`config.mk`:
```
export PLATFORM = sky130hd
export DESIGN_NAME = lpp_rem
export DESIGN_NICKNAME = d
export VERILOG_FILES = /design/src/lpp_pkg.sv /design/src/lpp_rem.sv
export SDC_FILE = /design/constraint.sdc
export NUM_CORES = 1
export LEC_CHECK = 0
export ABC_AREA = 1
export BUFFER_PORTS_ARGS = -buffer_cell sky130_fd_sc_hd__clkbuf_2
export CORE_UTILIZATION = 50
export CTS_BUF_LIST = sky130_fd_sc_hd__clkbuf_4 sky130_fd_sc_hd__clkbuf_8 sky130_fd_sc_hd__clkbuf_16
export CTS_CLUSTER_DIAMETER = 30
export DETAILED_ROUTE_END_ITERATION = 8
export PLACE_DENSITY = 0.72
export SLEW_MARGIN = 25
export SYNTH_ARGS = -nofsm -noshare
export SYNTH_HDL_FRONTEND = slang
export SYNTH_SLANG_ARGS = --single-unit
```
`constraint.sdc`:
```
create_clock -name clk -period 5.14 [get_ports clk]
set_input_delay 1.028 -clock clk [delete_from_list [all_inputs] [get_ports clk]]
set_output_delay 1.028 -clock clk [all_outputs]
set_load 0.005 [all_outputs]
```
`src/lpp_pkg.sv`:
```
// ----------------------------------------------------------------------------
// lpp_pkg
// shared types and constants of the least-prime-in-progression core
// ----------------------------------------------------------------------------
package lpp_pkg;

  localparam int LIMIT_W = 20;  // sieve limit and largest prime
  localparam int VALUE_W = 21;  // signed result value

  localparam logic [LIMIT_W-1:0] LIMIT_RESET = '1;
  localparam logic [VALUE_W-1:0] VALUE_NONE  = '1;  // -1
  localparam int                 MIN_PRIME   = 2;

  localparam logic OP_BUILD = 1'b0;
  localparam logic OP_QUERY = 1'b1;

  typedef enum logic [3:0] {
    ST_IDLE,
    ST_INIT,       // fill bitmap: 0,1 composite, rest candidate
    ST_SV_CHK,     // sieve: i*i within limit, read flag of i
    ST_SV_TEST,    // sieve: i still prime?
    ST_MARK,       // sieve: strike multiples of i
    ST_SCAN_RD,    // scan down for the largest prime
    ST_SCAN_TEST,
    ST_Q_NEXT,     // next residue of a query
    ST_G_START,    // one euclid step
    ST_G_WAIT,     // wait for remainder unit
    ST_W_CHK,      // walk: bound check, read term
    ST_W_TEST,     // walk: term prime?
    ST_DONE
  } seq_state_t;

  typedef struct packed {
    logic signed [VALUE_W-1:0] value;
    logic                      more;
    logic                      not_built;
  } res_t;

  typedef struct packed {
    logic rd_en;
    logic wr_en;
    logic wr_data;
  } bm_ctl_t;

endpackage

```
`src/lpp_rem.sv`:
```
// ----------------------------------------------------------------------------
// lpp_rem
// bit-serial restoring remainder unit, one dividend bit per cycle
// ----------------------------------------------------------------------------
module lpp_rem
  import lpp_pkg::*;
#(
  parameter int W = 16
) (
  input  logic         clk,
  input  logic         rst,
  input  logic         start,
  input  logic [W-1:0] dividend,
  input  logic [W-1:0] divisor,
  output logic         done,
  output logic [W-1:0] remainder
);

  localparam int CNT_W = $clog2(W + 1);

  logic             busy;
  logic [CNT_W-1:0] cnt;
  logic [W-1:0]     shreg;
  logic [W-1:0]     acc;
  logic [W-1:0]     dvs;
  logic [W:0]       trial;

  assign trial     = {acc, shreg[W-1]};
  assign remainder = acc;

  always_ff @(posedge clk) begin
    if (rst) begin
      busy <= 1'b0;
      done <= 1'b0;
    end else begin
      done <= busy && (cnt == CNT_W'(1));
      if (start) begin
        busy <= 1'b1;
      end else if (busy && (cnt == CNT_W'(1))) begin
        busy <= 1'b0;
      end
    end
  end

  always_ff @(posedge clk) begin
    if (start) begin
      cnt   <= CNT_W'(W);
      shreg <= dividend;
      acc   <= '0;
      dvs   <= divisor;
    end else if (busy) begin
      cnt   <= cnt - CNT_W'(1);
      shreg <= shreg << 1;
      if (trial >= {1'b0, dvs}) begin
        acc <= W'(trial - {1'b0, dvs});
      end else begin
        acc <= W'(trial);
      end
    end
  end

endmodule

```
Word level (Yosys, flattened, before mapping)
Index checks and enable logic that the tools add are counted.
{ "totals": {"reg_bits": 55, "out_inout_bits": 17, "wordCells": 18, "input_bits": 35} }
{ "classes": {"n_reduce_logical": 3, "mux": 5, "eq_ne": 1, "add_sub_neg": 2, "order_cmp": 1} }
{ "op_table": {"columns": ["op", "count"], "rows": [
  ["two-way mux 16 bit", 3],
  ["greater-or-equal comparator 17 x 16 -> 1 bit", 1],
  ["subtractor 16 bit", 1],
  ["equality test 5 x 1 -> 1 bit, second input constant", 1],
  ["subtractor 5 x 1 -> 5 bit, second input constant", 1],
  ["nonzero test 2 bit", 2],
  ["two-way mux 1 bit", 2],
  ["logical AND 1 bit", 1]
]} }

Depth between registers and ports, before layout
{ "depth": {"ltp_word": 4, "depth_mapped": 14} }

Least setup slack after synthesis
Ideal clock, no wire load.
{ "synth_path": {"path_type": "input-to-reg", "startpoint": "input port start", "endpoint": "register shreg[0], enable pin", "arrival_ps": 1739, "cell_stages": 2, "setup_time_ps": 348, "slack_ps": 3053, "required_ps": 4792, "cell_sequence": "nor2_1 > inv_1"} }
{ "synth_via": {"elab_chain_len": 1} }
{ "synth_rtl": {"columns": ["element", "line_no", "text"], "rows": [
  ["start: declaration", "lpp_rem.sv:12", "input logic start,"],
  ["nonzero test 2 bit (no line)", null, null],
  ["end signal: assignment", "lpp_rem.sv:48", "shreg <= dividend;"],
  ["end signal: assignment", "lpp_rem.sv:53", "shreg <= shreg << 1;"],
  ["end: declaration", "lpp_rem.sv:23", "logic [W-1:0] shreg;"]
]} }
Every way passes these cells.
A chain may end at the register's enable or synchronous reset.

==> summary.md <==
| Metric | Value |
|---|---|
| Final Skew | 12.5 ps |
| CP Capture Type | flop |
| TritonCTS clock tree | yes |
| Post-synth cell types | 33 |
| Compound-Gate Fraction of Synth Area | 0.0405 |
| RSZ-0062 raised after global routing | no |
| Yosys warns | 0 |
| Count leader, synth | nand2_1 |
| Max-Cap Viols | 0 |
| Row cnt | 29 |
| Worst min-delay path class | reg2reg |
| Mapped cell area | 3340 sq um |
| Worst slew pin tran | 812 ps |
| Most common library cells after synthesis | 157 x nand2_1, 70 x inv_1, 35 x nand3_1 |
| Mapped Cells | 439 |
| Largest net degree at the start of global routing | 39 |
| GR Util All Layers | 0.222 |
| CTS resizes | 0 |
| Share of the synthesized area in the top cell type | 0.288 |
| EDFF count, synth | 32 |
| Core Footprint | 6390 sq um |
| Nets | 544 |
| Period utilisation layout | 0.455 |
| CTS buffer count | 5 |
| Synthesis-to-layout area growth | 12.4% |
| Critical path arrival | 2570 ps |
| Grt ovf | 0 |
| First-pass GRT wire length | 12.5 mm |
| Die height | 83.7 um |
| Post-Synth Adder-Cell Area | 0.0734 |
| Initial Util | 0.523 |
| Largest stage delay, worst path | 590 ps |
| Synth Area in XOR/XNOR | 0.0184 |
| Cell area after layout | 3750 sq um |
| Maximum vdd drop | 0.161 mV |
| Sink Count | 55 |
| Pwr Total | 896 uW |
| DR iter-0 viols | 136 |
| Outcome | complete, no violations |
| Clk_lat worst skew | 310 ps |
| Leakage | 0.00199 uW |
| Synthesized Nets | 493 |
| Max Slew Vio Count | 0 |
| TNS Setup | 0 ps |
| Post-CTS Hold Fix Bufs | 0 |
| H-tree depth | 2 |
| Most used DFF post-synth | edfxtp_1 |
| Placed cell count | 560 |
| Max clock buf depth | 2 |
| Vias in the first global route | 2787 |
| Root Driver | clkbuf_8 |
| Async SR Flop Fraction | 0 |
| Synth area leader | edfxtp_1 |
| Top post-synthesis cells by area | edfxtp_1 29%, nand2_1 18%, dfxtp_1 14%, inv_1 7.9%, ha_1 6.7% |
| Sequential-to-total area share from yosys stat | 0.426 |
| Die X | 83.7 um |
| Antenna diodes | 0 |
| Mux contribution to synthesized area | 0 |
| Synth Area in Simple Gates | 0.348 |
| Full die area | 7010 sq um |
| IO buf count | 51 |
| Worst setup SP type | input port |
| Syn avg cell area | 7.61 sq um |
| Detailed Place HPWL | 5.59 mm |
| GPL Wtd Cong | 0.874 |
| Largest family of logic cells by synthesized area | simple AND/OR/NAND/NOR gates |
| I/O pin count | 52 |
| Setup CP Type | in2reg |
| DR vias | 2885 |
| Maximum clock frequency | 427 MHz |
| CP max-delay cell | inv_1 |
| Critical Path, Cell by Cell | clkbuf_2 > nor2_1 > inv_1 > o21ai_0 |
| Initial antenna violation count | 0 |
| Power per cell area | 239 nW/um^2 |
| Clk slew on worst S/H paths | 110 ps |
| First-pass DRT Iterations | 4 |
| Detailed-route wire length | 7.26 mm |
| Postcts setup bufs | 0 |
| Post-DR wirelength/cell | 12.8 um |
| Vias per inst | 5.08 |
| Post-route ant nets | 0 |
| Slew headroom | 0.458 |
| Final-report hold violation count | 0 |
| Share of cells above drive strength 1 | 0.169 |
| Fin crit period | 2340 ps |
| Final cell count without fillers | 568 |
| Seq cells post-synth | 55 |
| Crit-path max FO | 23 |
| # setup viols final | 0 |
| CP required | 5370 ps |
| Post-route DRC | 0 |
| Dpl cell area | 3650 sq um |
==> sequential cells by signal (all words and copies together), names as in the netlist <==
signal and flops:
cnt 5, done 1, shreg 16, remainder 16
dvs 16, busy 1
==> kinds of logic after synthesis <==
kind of cell,after synthesis
AOI/OAI and AO/OA,26
adders and majority gates,19
xor gates and xnor gates,7
and+or+nand+nor,253
DFF,55
buffers and inverters,79
==> cell usage in the layout, fill, tap and decap left out, types with 3 or more instances in the layout <==
master	n
ha_1	18
nand2_2	4
nor2_1	18
a21oi_1	13
nor2_2	4
inv_1	70
nand3b_1	8
edfxtp_1	32
nand2_1	157
dfxtp_1	23
nand3_1	35
xnor2_1	5
and2_1	3
clkbuf_2	51
clkbuf_8	6
o21ai_0	9
nand3_2	8
nand4_1	6
nor3_1	3
==> power breakdown <==
group          total [uW]  internal (uW)  switching, uW
logic                 129           46.9           81.7
registers             509            498           11.2
clock network         258            113            145
total                 896            658            238
==> path summary, 6_finish.rpt <==
path	slack, ps	cells past startpoint	to	start
hold reg to reg	490	2	remainder[13]	remainder[13]
hold / removal	490	2	remainder[13]	remainder[13]
setup reg to reg	2830	12	remainder[11]	remainder[9]
setup / recovery	2800	4	remainder[7]	start
==> metrics by stage <==
stage | util | worst slack [ps] | hold WS, ps
global placement | 0.572 | 2520 | 456
CTS | 0.587 | 2780 | 492
global route | 0.588 | 2610 | 508
detailed placement | 0.572 | 2460 | 477
floorplan | - | 3050 | 436
finish | 0.588 | 2800 | 490
==> worst max-delay path: cells and delay by family <==
family	cells	cell delay [ps]
buf+inv	2	680
simple gates	1	530
compound gates	1	330
==> final cells by class <==
cell class	instances	area (sq um)
clock buffers	6	82.6
fillers	604	2630
flip-flops and latches	55	1420
multi-input cells	305	1610
well taps	77	96.3
repair buffers	52	263
clock inverters	2	17.5
inverters	71	267
==> layer usage <==
layer	GRT usage	share of wire	up-vias
met5	0	0	-
met4	0.0709	0.021	0
met3	0.0415	0.049	10
met2	0.366	0.46	72
met1	0.296	0.47	1314
li1	-	-	1489
Power figures use the tool's default switching activity.
