**src/lpp_pkg.sv**
```systemverilog
// ----------------------------------------------------------------------------
// lpp_pkg
// shared types and constants of the least-prime-in-progression core
// ----------------------------------------------------------------------------
package lpp_pkg;

  localparam int LIMIT_W = 20;  // sieve limit and largest prime
  localparam int VALUE_W = 21;  // signed result value

  localparam logic [LIMIT_W-1:0] LIMIT_RESET = '1;
  localparam logic [VALUE_W-1:0] VALUE_NONE  = '1;  // -1
  localparam int                 MIN_PRIME   = 2;

  localparam logic OP_BUILD = 1'b0;
  localparam logic OP_QUERY = 1'b1;

  typedef enum logic [3:0] {
    ST_IDLE,
    ST_INIT,       // fill bitmap: 0,1 composite, rest candidate
    ST_SV_CHK,     // sieve: i*i within limit, read flag of i
    ST_SV_TEST,    // sieve: i still prime?
    ST_MARK,       // sieve: strike multiples of i
    ST_SCAN_RD,    // scan down for the largest prime
    ST_SCAN_TEST,
    ST_Q_NEXT,     // next residue of a query
    ST_G_START,    // one euclid step
    ST_G_WAIT,     // wait for remainder unit
    ST_W_CHK,      // walk: bound check, read term
    ST_W_TEST,     // walk: term prime?
    ST_DONE
  } seq_state_t;

  typedef struct packed {
    logic signed [VALUE_W-1:0] value;
    logic                      more;
    logic                      not_built;
  } res_t;

  typedef struct packed {
    logic rd_en;
    logic wr_en;
    logic wr_data;
  } bm_ctl_t;

endpackage

```
**src/lpp_seq.sv**
```systemverilog
// ----------------------------------------------------------------------------
// lpp_seq
// sequencer: sieve build, largest-prime scan, euclid and progression walks
// ----------------------------------------------------------------------------
module lpp_seq
  import lpp_pkg::*;
#(
  parameter int SIEVE_SIZE    = 1048576,
  parameter int MODULUS_WIDTH = 16,
  parameter int ADDR_W        = 20,
  parameter int NUM_W         = 22
) (
  input  logic                     clk,
  input  logic                     rst,
  input  logic [LIMIT_W-1:0]       prime_limit,
  input  logic                     in_valid,
  output logic                     in_ready,
  input  logic                     in_opcode,
  input  logic [MODULUS_WIDTH-1:0] in_modulus,
  output logic                     res_valid,
  input  logic                     res_ready,
  output res_t                     res,
  output bm_ctl_t                  bm_ctl,
  output logic [ADDR_W-1:0]        bm_addr,
  input  logic                     bm_rd_data,
  output logic                     rem_start,
  output logic [MODULUS_WIDTH-1:0] rem_dividend,
  output logic [MODULUS_WIDTH-1:0] rem_divisor,
  input  logic                     rem_done,
  input  logic [MODULUS_WIDTH-1:0] rem_result
);

  localparam longint TOP_IDX = longint'(SIEVE_SIZE) - 1;

  seq_state_t state, state_next;

  logic                     op;
  logic [NUM_W-1:0]         lim;
  logic [NUM_W-1:0]         lim_cap;
  logic [NUM_W-1:0]         i;
  logic [NUM_W-1:0]         sq;
  logic [NUM_W-1:0]         t;
  logic [MODULUS_WIDTH-1:0] m;
  logic [MODULUS_WIDTH-1:0] a;
  logic [MODULUS_WIDTH-1:0] x;
  logic [MODULUS_WIDTH-1:0] y;
  logic [LIMIT_W-1:0]       best;
  logic                     found;
  logic                     over;
  logic [LIMIT_W-1:0]       largest;
  logic                     built;

  logic [NUM_W-1:0] largest_ext;
  logic [NUM_W-1:0] two;

  assign largest_ext = NUM_W'(largest);
  assign two         = NUM_W'(MIN_PRIME);
  assign lim_cap     = (longint'(prime_limit) > TOP_IDX) ? NUM_W'(TOP_IDX)
                                                         : NUM_W'(prime_limit);

  // next state
  always_comb begin
    state_next = state;
    unique case (state)
      ST_IDLE: begin
        if (in_valid) begin
          if (in_opcode == OP_BUILD) begin
            state_next = ST_INIT;
          end else if (!built) begin
            state_next = ST_DONE;
          end else begin
            state_next = ST_Q_NEXT;
          end
        end
      end
      ST_INIT:      if (t == lim) state_next = ST_SV_CHK;
      ST_SV_CHK:    state_next = (sq > lim) ? ST_SCAN_RD : ST_SV_TEST;
      ST_SV_TEST:   state_next = bm_rd_data ? ST_MARK : ST_SV_CHK;
      ST_MARK:      if (t > lim) state_next = ST_SV_CHK;
      ST_SCAN_RD:   state_next = (t < two) ? ST_DONE : ST_SCAN_TEST;
      ST_SCAN_TEST: state_next = bm_rd_data ? ST_DONE : ST_SCAN_RD;
      ST_Q_NEXT:    state_next = (a >= m) ? ST_DONE : ST_G_START;
      ST_G_START: begin
        if (y != '0) begin
          state_next = ST_G_WAIT;
        end else begin
          state_next = (x == MODULUS_WIDTH'(1)) ? ST_W_CHK : ST_Q_NEXT;
        end
      end
      ST_G_WAIT:    if (rem_done) state_next = ST_G_START;
      ST_W_CHK:     state_next = (t > largest_ext) ? ST_Q_NEXT : ST_W_TEST;
      ST_W_TEST:    state_next = bm_rd_data ? ST_Q_NEXT : ST_W_CHK;
      ST_DONE:      if (res_ready) state_next = ST_IDLE;
      default:      state_next = ST_IDLE;
    endcase
  end

  // outputs
  always_comb begin
    bm_ctl         = '0;
    bm_addr        = ADDR_W'(t);
    rem_start      = 1'b0;
    in_ready       = 1'b0;
    res_valid      = 1'b0;
    unique case (state)
      ST_IDLE: in_ready = 1'b1;
      ST_INIT: begin
        bm_ctl.wr_en   = 1'b1;
        bm_ctl.wr_data = (t >= two);
      end
      ST_SV_CHK: begin
        bm_addr      = ADDR_W'(i);
        bm_ctl.rd_en = (sq <= lim);
      end
      ST_MARK:    bm_ctl.wr_en = (t <= lim);
      ST_SCAN_RD: bm_ctl.rd_en = (t >= two);
      ST_G_START: rem_start    = (y != '0);
      ST_W_CHK:   bm_ctl.rd_en = (t <= largest_ext);
      ST_DONE:    res_valid    = 1'b1;
      default: begin
      end
    endcase
  end

  assign rem_dividend = x;
  assign rem_divisor  = y;

  always_comb begin
    res = '0;
    if (op == OP_BUILD) begin
      res.value = (largest == '0) ? VALUE_NONE : VALUE_W'(largest);
    end else if (!built) begin
      res.value     = VALUE_NONE;
      res.not_built = 1'b1;
    end else begin
      res.value = found ? VALUE_W'(best) : VALUE_NONE;
      res.more  = over;
    end
  end

  always_ff @(posedge clk) begin
    if (rst) begin
      state   <= ST_IDLE;
      built   <= 1'b0;
      largest <= '0;
    end else begin
      state <= state_next;
      if (state == ST_SCAN_RD && t < two) begin
        largest <= '0;
        built   <= 1'b1;
      end else if (state == ST_SCAN_TEST && bm_rd_data) begin
        largest <= LIMIT_W'(t);
        built   <= 1'b1;
      end
    end
  end

  always_ff @(posedge clk) begin
    unique case (state)
      ST_IDLE: begin
        if (in_valid) begin
          op    <= in_opcode;
          m     <= in_modulus;
          a     <= MODULUS_WIDTH'(1);
          found <= 1'b0;
          over  <= 1'b0;
          t     <= '0;
          lim   <= lim_cap;
          i     <= two;
          sq    <= NUM_W'(MIN_PRIME * MIN_PRIME);
        end
      end
      ST_INIT: t <= t + NUM_W'(1);
      ST_SV_CHK: if (sq > lim) t <= lim;
      ST_SV_TEST: begin
        if (bm_rd_data) begin
          t <= sq;
        end else begin
          i  <= i + NUM_W'(1);
          sq <= sq + (i << 1) + NUM_W'(1);
        end
      end
      ST_MARK: begin
        if (t > lim) begin
          i  <= i + NUM_W'(1);
          sq <= sq + (i << 1) + NUM_W'(1);
        end else begin
          t <= t + i;
        end
      end
      ST_SCAN_TEST: if (!bm_rd_data) t <= t - NUM_W'(1);
      ST_Q_NEXT: begin
        x <= a;
        y <= m;
      end
      ST_G_START: begin
        if (y == '0) begin
          if (x == MODULUS_WIDTH'(1)) begin
            t <= NUM_W'(a);
          end else begin
            a <= a + MODULUS_WIDTH'(1);
          end
        end
      end
      ST_G_WAIT: begin
        if (rem_done) begin
          x <= y;
          y <= rem_result;
        end
      end
      ST_W_CHK: begin
        if (t > largest_ext) begin
          over <= 1'b1;
          a    <= a + MODULUS_WIDTH'(1);
        end
      end
      ST_W_TEST: begin
        if (bm_rd_data) begin
          if (!found || LIMIT_W'(t) > best) begin
            best <= LIMIT_W'(t);
          end
          found <= 1'b1;
          a     <= a + MODULUS_WIDTH'(1);
        end else begin
          t <= t + NUM_W'(m);
        end
      end
      default: begin
      end
    endcase
  end

  // single-port memory: never a read and a write in one cycle
  a_port_excl: assert property (@(posedge clk) disable iff (rst)
    !(bm_ctl.rd_en && bm_ctl.wr_en))
    else $error("bitmap read and write in the same cycle");

  // a remainder never comes back for a zero divisor
  a_rem_divisor: assert property (@(posedge clk) disable iff (rst)
    (state == ST_G_WAIT && rem_done) |-> (y != '0))
    else $error("remainder taken with zero divisor");

  // a prime found on a walk lies within the sieved range
  a_walk_range: assert property (@(posedge clk) disable iff (rst)
    (state == ST_W_TEST && bm_rd_data) |-> (t <= largest_ext))
    else $error("walk hit beyond largest prime");

  // once built, the bitmap stays valid
  a_built_sticky: assert property (@(posedge clk) disable iff (rst)
    built |=> built)
    else $error("bitmap valid flag dropped");

endmodule

```
**config.mk**
```make
export PLATFORM = sky130hd
export DESIGN_NAME = lpp_seq
export DESIGN_NICKNAME = d
export VERILOG_FILES = /design/src/lpp_pkg.sv /design/src/lpp_seq.sv
export SDC_FILE = /design/constraint.sdc
export NUM_CORES = 1
export LEC_CHECK = 0
export BUFFER_PORTS_ARGS = -buffer_cell sky130_fd_sc_hd__buf_2
export CAP_MARGIN = 20
export CORE_MARGIN = 2
export CORE_UTILIZATION = 45
export CTS_CLUSTER_SIZE = 40
export DETAILED_ROUTE_END_ITERATION = 7
export GPL_TIMING_DRIVEN = 0
export PLACE_DENSITY_LB_ADDON = 0.3
export SYNTH_ARGS = -nofsm -noshare
export SYNTH_HDL_FRONTEND = slang
export SYNTH_SLANG_ARGS = --single-unit
```
**constraint.sdc**
```tcl
create_clock -name clk -period 9.8 [get_ports clk]
set_clock_uncertainty 0.05 [all_clocks]
set_input_delay 0.98 -clock clk [delete_from_list [all_inputs] [get_ports clk]]
set_output_delay 0.98 -clock clk [all_outputs]
set_load 0.01 [all_outputs]
```
* Word-level counts from Yosys, hierarchy flattened *
Index checks and enable logic that the tools add are counted.

operators by class
  add/subtract/negate cells = 8
  order comparisons = 10
  eq/ne operators = 30
  multiplexer cells = 65
  reduce and logical (&&, ||, !) cells = 25

operators with widths
  cell                   count
  $mux 22                14
  $pmux 22 s8            1
  $pmux 22 s3            2
  $mux 16                7
  $mux 21                4
  $add 22x1->22 const B  3
  $gt 22x20->1           3
  $le 22x20->1           3
  $pmux 16 s2            2
  $pmux 16 s4            1
  $mux 4                 13
  $pmux 4 s13            1
  $add 22x22->22         2
  $ne 2x2->1 const B     16
  $add 22x16->22         1
  $eq 22x20->1           1
  $ge 22x2->1 const B    1
  $lt 22x2->1 const B    1
  $sub 22x1->22 const B  1
  $eq 4x4->1 const B     5
  $gt 20x20->1           1
  $logic_not 20->1       1
  $mux 20                1
  $add 16x1->16 const B  1
  27 further kinds       52

storage, ports and cells
  register bits after elaboration = 198
  bits of input ports = 59
  output and inout port bits = 81
  word-level logic and storage cells = 153

* Depth between registers and ports, before layout *
Gate-level depths: netlist of the first run.

  depth after elaboration = 4
  depth in mapped cells = 16
  gate-level depth less buffers = 15

* Worst setup path after synthesis of the first run *
Ideal clock, no wire load.

  path kind = reg2reg
  start = register state[0]
  end = register t[21] (data pin)
  setup time = 0.265 ns
  arrival time = 3.427 ns
  required time = 9.485 ns
  setup slack = 6.058 ns
  stages on the path, launching flop included = 15
  path buffers = 2
  clock period less this slack = 3.742 ns
  path through = dfxtp_1 -> clkbuf_1 -> nor2b_1 -> nand3_1 -> clkbuf_1 -> o22ai_1 -> ha_1 -> a21o_1 -> a21oi_1 -> o21ai_0 -> a211oi_1 -> o21ai_0 -> a211oi_1 -> a2111o_1 -> o211ai_1

between the ends
  word-level cells in the longest chain between the ends = 2
  elaborated cells on any way between the ends = 9
  those cells by class = 7 x eq/ne; 1 x mux; 1 x reduce/logical

ends and longest elaborated chain
  element                                   RTL line        text
  start: declaration                        lpp_seq.sv:35   seq_state_t state, state_next;
  start signal: assignment                  lpp_seq.sv:147  state <= state_next;
  $eq 4x4->1, or another cell as far along  lpp_seq.sv:159  unique case (state)
  $pmux 22 s8 (*)                           lpp_seq.sv:159
  end signal: assignment                    lpp_seq.sv:173  ST_INIT: t <= t + NUM_W'(1);
  end signal: assignment                    lpp_seq.sv:174  ST_SV_CHK: if (sq > lim) t <= lim;
  end signal: assignment                    lpp_seq.sv:177  t <= sq;
  end: declaration                          lpp_seq.sv:42   logic [NUM_W-1:0] t;

Mark *: on every way between the ends. The rest lies on a longest branch, timed or not.
A chain may end at the register's enable or synchronous reset.

* Worst setup path in the final report of the first run *
  start = register state[0]
  end = register t[19] (data pin)

The elaborated chain is that of the path after synthesis.

==> flow_metrics.py, run 1 <==
metrics = {
    "outcome": {
        "status": "finished clean",
    },
    "worst_setup_path": {
        "path_cells": "clkbuf_1 > nor2b_1 > nand3_1 > clkbuf_1 > o22ai_1 > ha_1 > a21o_1 > a21oi_1 > o21ai_0 > a211oi_1 > o21ai_0 > a211oi_1 > xor2_1 > o21ai_0",
        "timing.rr.start": "state[0]",
        "worstPathRequired_ns": 9.94,
        "path_class": "reg -> reg",
        "cp.arrival_ns": 5.17,
        "worstSetupEndpointType": "flop",
        "critical_path.startpoint_type": "flop",
        "cp_max_fo": 10,
        "crit_family": "compound AO/OA/AOI/OAI gates",
        "cp-startpoint": "state[0]",
        "slowest_stage": "a211oi_1",
        "cpMostUsedCell": "o21ai_0",
        "max_stage_delay_ns": 0.68,
        "r2r_setup_slack_ns": 4.77,
        "crit_buf_inv": 2,
    },
    "synth": {
        "synth-edff-count": 173,
        "synthArstFlopShare_pct": 0,
        "netlist_area_um2": 13400,
        "syn-num-nets": 1595,
        "synthFlopType": "edfxtp_1",
        "yosysSeqAreaShare_pct": 42.6,
        "yosys_warnings": 0,
        "syn_inst": 1395,
        "syn_area_per_cell_um2": 9.59,
        "yosys.cell_types.count": 68,
        "ys_ff_latch": 198,
    },
    "worst_hold_path": {
        "worstHoldStart": "largest[14]",
        "hold_path.class": "reg -> reg",
    },
    "floorplan": {
        "core_um2": 29500,
        "ios": 140,
        "die-area_um2": 31100,
        "die_w_um": 176,
        "fp.dieH_um": 176,
        "initial_utilization_pct": 45.4,
        "rows": 63,
    },
    "layout": {
        "layout_common_cells": "edfxtp_1 (173), nand2_1 (158), ha_1 (139), buf_2 (139), nor2_1 (128)",
        "drive_gt1_share_pct": 14.4,
        "layout_commonest_cell": "edfxtp_1",
        "area_growth_pct": 14.3,
        "diodes": 0,
        "final_net_count": 1761,
        "num-fill-cells": 2736,
    },
    "job": {
        "maxCapViolCount": 0,
    },
    "clock_network": {
        "ctsHoldBuffers": 0,
        "cts_resized": 0,
        "cts_setup_buffers": 0,
        "clock_latency_ns": 0.47,
        "clockBufferDepth": 2,
        "clock-sinks": 198,
        "cts_root_buf": "clkbuf_16",
        "cts_buffers": 17,
        "path_clk_slew_ns": 0.08,
        "cts_tree": "built",
        "htreeDepth": 4,
    },
    "drt": {
        "wl_um": 42500,
        "via_per_inst": 5.95,
        "ant_nets": 0,
        "drtIter0Drc": 1265,
        "first_pass_iters": 8,
        "drc_errors": 0,
        "vias": 11700,
        "post_drt_wl_per_cell_um": 21.7,
    },
    "pwr": {
        "p_comb_share_pct": 51.7,
        "p_leak_nw": 6.21,
        "pwr-share-clk_pct": 13.5,
        "switching_share_pct": 47.0,
        "powerDensity_nw_per_um2": 343,
        "switchingPower_mw": 2.46,
        "intPower_mw": 2.78,
        "p_seq_share_pct": 34.8,
        "peakVddDrop_mv": 0.156,
    },
    "global_route": {
        "grt_pass1_vias": 11300,
        "grt_max_degree": 35,
        "grt_pass1_wl_um": 64200,
        "antenna_found_initial": 0,
        "gr-total-overflow": 0,
        "track_usage_pct": 27.5,
    },
    "timing": {
        "whs_ns": 0.424,
        "rsz0062_at_grt": "no",
        "hold_viol": 0,
        "period_share_pct": 51.3,
        "layout_setup_ws_ns": 4.77,
        "fmax_mhz": 199,
        "setup_viol": 0,
        "slew_headroom_pct": 33.5,
        "worst_pin_slew_ns": 0.997,
        "final_max_slew_viol_count": 0,
        "post-route-min-period_ns": 5.03,
        "fin_tns_setup_ns": 0,
    },
    "placed_design": {
        "port_buffers": 139,
        "dp_slack_ns": 4.89,
        "place_hpwl_um": 33400,
        "place_congestion": 0.983,
    },
}
## per-layer routing
layer / vias to the layer above / routed length, µm / GRT usage, % / part of all wire (%)
met2: 526 / 19300 / 43.6 / 45
met5: - / 0 / 0 / 0
met1: 5576 / 18200 / 37.3 / 43
li1: 5482 / - / - / -
met4: 0 / 1710 / 12.1 / 4.0
met3: 104 / 3300 / 4.09 / 7.8
## worst paths after layout
check / end / cells after the start
min reg2reg: largest[14] / 2
min: largest[14] / 2
max reg2reg: t[19] / 14
max: t[19] / 14
## synth_stat cells, types with 19 or more instances
cell	count	area share, %
xnor2_1	24	1.6
a21oi_1	84	3.1
nand4_1	22	1.0
nand3_1	35	1.3
a21o_1	37	2.1
mux2_2	33	2.8
inv_1	110	3.1
nand2b_1	21	0.98
nand2_1	158	4.4
clkbuf_1	44	1.2
ha_1	139	13
o21ai_0	76	2.8
edfxtp_1	173	39
nor4_1	21	0.98
xor2_1	34	2.2
o22ai_1	19	0.89
o211ai_1	26	1.5
nor2_1	128	3.6
dfxtp_1	25	3.7
## logic make-up (layout without fill, tap and decap cells)
logic type               count (synthesis)  in the layout  synth area share (%)
buffers and inverters                  157            335                  4.41
flip-flops                             198            198                  42.6
adder cells (fa/ha/maj)                141            141                  13.3
AND/OR/NAND/NOR                        466            466                  16.3
XOR/XNOR                                58             58                  3.80
multiplexers                            38             38                  3.15
AO/OA/AOI/OAI                          337            337                  16.5
## state kept, by name, summed over array words and instances, names as in the netlist
| register | count |
|---|---|
| i | 22 |
| sq | 22 |
| t | 22 |
| best | 20 |
| largest | 20 |
| lim | 20 |
| a | 16 |
| m | 16 |
| rem_dividend | 16 |
| rem_divisor | 16 |
| state | 4 |
| built | 1 |
| found | 1 |
| op | 1 |
| over | 1 |
## final cells by class
type | count | area [µm²] | area share (%)
tap | 390 | 488 | 3.19
clock buffer | 17 | 425 | 2.78
timing repair buffer | 147 | 832 | 5.44
buffer | 47 | 176 | 1.15
clock inverter | 14 | 143 | 0.933
sequential | 198 | 5700 | 37.3
multi-input combinational | 1040 | 7120 | 46.5
inverter | 110 | 413 | 2.70
## per-stage QoR
step	utilization [%]	instance area (µm²)	std cells	total power, mW
CTS	51.9	15300	1963	5.19
global placement	49.4	14600	1924	4.37
floorplan	-	13400	1395	3.47
detailed placement	49.9	14700	1932	4.48
finish	51.9	15300	1963	5.24
global route	51.9	15300	1963	5.58
## tightest hold or removal path, stage by stage (launching register included)
cell and delay (ns):
dfxtp_1 0.33, nand2_1 0.05, a21oi_1 0.05
## power by group through the flow
stage / Combinational [mW] / Clock [mW] / Sequential [mW]
after floorplan: 1.88 / 0 / 1.59
after global placement: 2.53 / 0 / 1.83
after detailed placement: 2.66 / 0 / 1.81
after CTS: 2.68 / 0.714 / 1.80
after global routing: 3.00 / 0.742 / 1.84
final: 2.71 / 0.709 / 1.82
(Power assumes the default switching activity.)
==> run 2: changes to the inputs <==
--- a/config.mk
+++ b/config.mk
@@ -5,6 +5,7 @@
 export SDC_FILE = /design/constraint.sdc
 export NUM_CORES = 1
 export LEC_CHECK = 0
+export ABC_AREA = 1
 export BUFFER_PORTS_ARGS = -buffer_cell sky130_fd_sc_hd__buf_2
 export CAP_MARGIN = 20
 export CORE_MARGIN = 2
==> constraint.sdc (replaced) <==
create_clock -name clk -period 4.7 [get_ports clk]
set_clock_uncertainty 0.05 [all_clocks]
set_input_delay 0.47 -clock clk [delete_from_list [all_inputs] [get_ports clk]]
set_output_delay 0.47 -clock clk [all_outputs]
set_load 0.01 [all_outputs]
==> flow_metrics.py, run 2 <==
metrics = {
    "timing": {
        "setup_viol": 0,
        "period_share_pct": 79.7,
        "post-route-min-period_ns": 3.74,
        "hold_viol": 0,
        "worst_pin_slew_ns": 0.898,
        "rsz0062_at_grt": "no",
        "whs_ns": 0.125,
        "final_max_slew_viol_count": 0,
        "layout_setup_ws_ns": 0.956,
        "fmax_mhz": 267,
        "slew_headroom_pct": 40.0,
        "fin_tns_setup_ns": 0,
    },
    "worst_setup_path": {
        "max_stage_delay_ns": 0.42,
        "cp.arrival_ns": 3.91,
        "critical_path.startpoint_type": "flop",
        "worstPathRequired_ns": 4.86,
        "cp_max_fo": 9,
        "r2r_setup_slack_ns": 0.96,
        "worstSetupEndpointType": "flop",
        "cpMostUsedCell": "nand3_1",
        "slowest_stage": "fa_1",
        "path_class": "reg -> reg",
        "cp-startpoint": "state[1]",
        "endpoint": "t[16]",
        "path_cells": "buf_4 > inv_4 > nand2_2 > nor2_1 > inv_1 > o21ai_0 > a211o_1 > ha_1 > inv_1 > fa_1 > o21ai_2 > a21boi_1 > o21ai_1 > nand3_1 > nand2_1 > nand2_1 > nand3_1 > nand3_1",
        "rr_endpoint": "t[16]",
        "worstRegToRegCells": 18,
        "timing.rr.start": "state[1]",
    },
    "pwr": {
        "p_comb_share_pct": 53.9,
        "switching_share_pct": 50.0,
        "total_power_mw": 11.3,
        "peakVddDrop_mv": 0.419,
        "pwr-share-clk_pct": 13.5,
        "p_leak_nw": 7.11,
        "switchingPower_mw": 5.65,
        "p_seq_share_pct": 32.6,
        "powerDensity_nw_per_um2": 700,
        "intPower_mw": 5.64,
    },
    "layout": {
        "diodes": 0,
        "drive_gt1_share_pct": 13.2,
        "post-route-util_pct": 51.5,
        "num-fill-cells": 2972,
        "layout_common_cells": "nand2_1 (396), inv_1 (244), edfxtp_1 (173)",
        "area_growth_pct": 13.4,
        "largestRegisters": "i x22, sq x22, t x22",
        "layout_commonest_cell": "nand2_1",
        "final_net_count": 2145,
        "design_area_um2": 16100,
        "stdcell_count": 2360,
    },
    "global_route": {
        "grt_max_degree": 33,
        "gr-total-overflow": 0,
        "grt_pass1_wl_um": 70600,
        "track_usage_pct": 28.2,
        "grt_pass1_vias": 12700,
        "antenna_found_initial": 1,
    },
    "synth": {
        "syn_inst": 1784,
        "syn_area_per_cell_um2": 7.97,
        "yosys.cell_types.count": 61,
        "yosysMostFrequentCell": "nand2_1",
        "synth_area_leaders": "edfxtp_1 (37%), ha_1 (12%), nand2_1 (10%)",
        "synth-edff-count": 173,
        "synthFlopType": "edfxtp_1",
        "yosysSeqAreaShare_pct": 40.1,
        "synthArstFlopShare_pct": 0,
        "ys_ff_latch": 198,
        "syn-num-nets": 1984,
        "yosys.area.top_type": "edfxtp_1",
        "synth_common_cells": "nand2_1 (396), inv_1 (244), edfxtp_1 (173)",
        "netlist_area_um2": 14200,
        "synth_top_area_share_pct": 36.5,
        "yosys_warnings": 0,
    },
    "clock_network": {
        "path_clk_slew_ns": 0.08,
        "cts_buffers": 17,
        "cts_root_buf": "clkbuf_16",
        "cts_setup_buffers": 0,
        "clock_latency_ns": 0.46,
        "clock-sinks": 198,
        "clockBufferDepth": 2,
        "ctsHoldBuffers": 0,
        "cts_resized": 0,
        "htreeDepth": 4,
        "cts_tree": "built",
    },
    "drt": {
        "drtIter0Drc": 1367,
        "via_per_inst": 5.65,
        "vias": 13300,
        "wl_um": 46200,
        "ant_nets": 0,
        "drc_errors": 0,
        "post_drt_wl_per_cell_um": 19.6,
        "first_pass_iters": 6,
    },
    "floorplan": {
        "fp.dieH_um": 182,
        "initial_utilization_pct": 45.4,
        "die-area_um2": 33000,
        "rows": 65,
        "core_um2": 31300,
        "die_w_um": 182,
        "ios": 140,
    },
    "placed_design": {
        "dp_slack_ns": 1.03,
        "place_congestion": 1.00,
        "dpl_cell_area_um2": 15500,
        "place_inst": 2328,
        "port_buffers": 138,
        "place_hpwl_um": 37700,
    },
    "outcome": {
        "status": "finished clean",
    },
    "worst_hold_path": {
        "hold_path.class": "in -> reg",
    },
    "job": {
        "maxCapViolCount": 0,
    },
}
run 2: cell count changes after synthesis, sizes merged, moves of 21 or more:
cell	delta
a21o	-30
nand2b	-21
nand2	+248
xor2	-24
clkbuf	-21
nand3	+55
mux2	-33
a21oi	+63
o21ai	+63
inv	+151
xnor2	-21
nor3	+24
nor2	+35
run 2: area by class of cell:
class | count | area (µm²) | area share [%]
tap | 402 | 503 | 3.12
multi-input combinational | 1285 | 7400 | 45.9
timing repair buffer | 142 | 773 | 4.80
inverter | 262 | 986 | 6.11
clock buffer | 24 | 547 | 3.39
clock inverter | 8 | 57.6 | 0.357
sequential | 198 | 5700 | 35.3
buffer | 39 | 168 | 1.04
run 2: worst min-delay path by stage:
stage | startpoint | endpoint | slack (ns) | cells after the start
4_1_cts | prime_limit[5] | lim[5] | 0.11 | 1
2_1_floorplan | largest[15] | largest[15] | 0.40 | 2
5_1_grt | prime_limit[5] | lim[5] | 0.10 | 1
3_5_place_dp | largest[16] | largest[16] | 0.43 | 2
6_report | prime_limit[12] | lim[12] | 0.12 | 1
3_3_place_gp | largest[16] | largest[16] | 0.42 | 2
run 2: worst max-delay path, delay by kind of cell, from the launching register on:
kind / cells / cell delay, ns
AOI/OAI and AO/OA: 5 / 1.07
and+or+nand+nor: 7 / 0.91
adders and majority gates: 2 / 0.58
buffers and inverters: 4 / 0.57
DFF: 1 / 0.30
run 2: routing by layer:
metal,part of all wire (%),up-vias,wire (µm),track usage [%]
met5,0,-,0,0
met4,3.9,0,1810,11.9
met3,7.6,87,3530,4.93
met2,44,572,20400,44.1
met1,44,6221,20400,38.7
li1,-,6445,-,-
run 2: power groups by stage:
stage / clock network [mW] / logic, mW / registers, mW
floorplan: 0 / 4.06 / 3.33
global placement: 0 / 5.63 / 3.67
detailed placement: 0 / 5.98 / 3.68
CTS: 1.54 / 6.01 / 3.64
global route: 1.59 / 6.81 / 3.73
finish: 1.53 / 6.09 / 3.68
run 2: logic make-up (layout without fill, tap and decap cells):
family | count (synthesis) | in the layout | synth area share (%)
buffers and inverters | 301 | 475 | 8.11
xor gates and xnor gates | 13 | 13 | 0.801
AOI/OAI and AO/OA | 379 | 379 | 15.3
adders and majority gates | 141 | 141 | 12.5
DFF | 198 | 198 | 40.1
and+or+nand+nor | 752 | 752 | 23.2
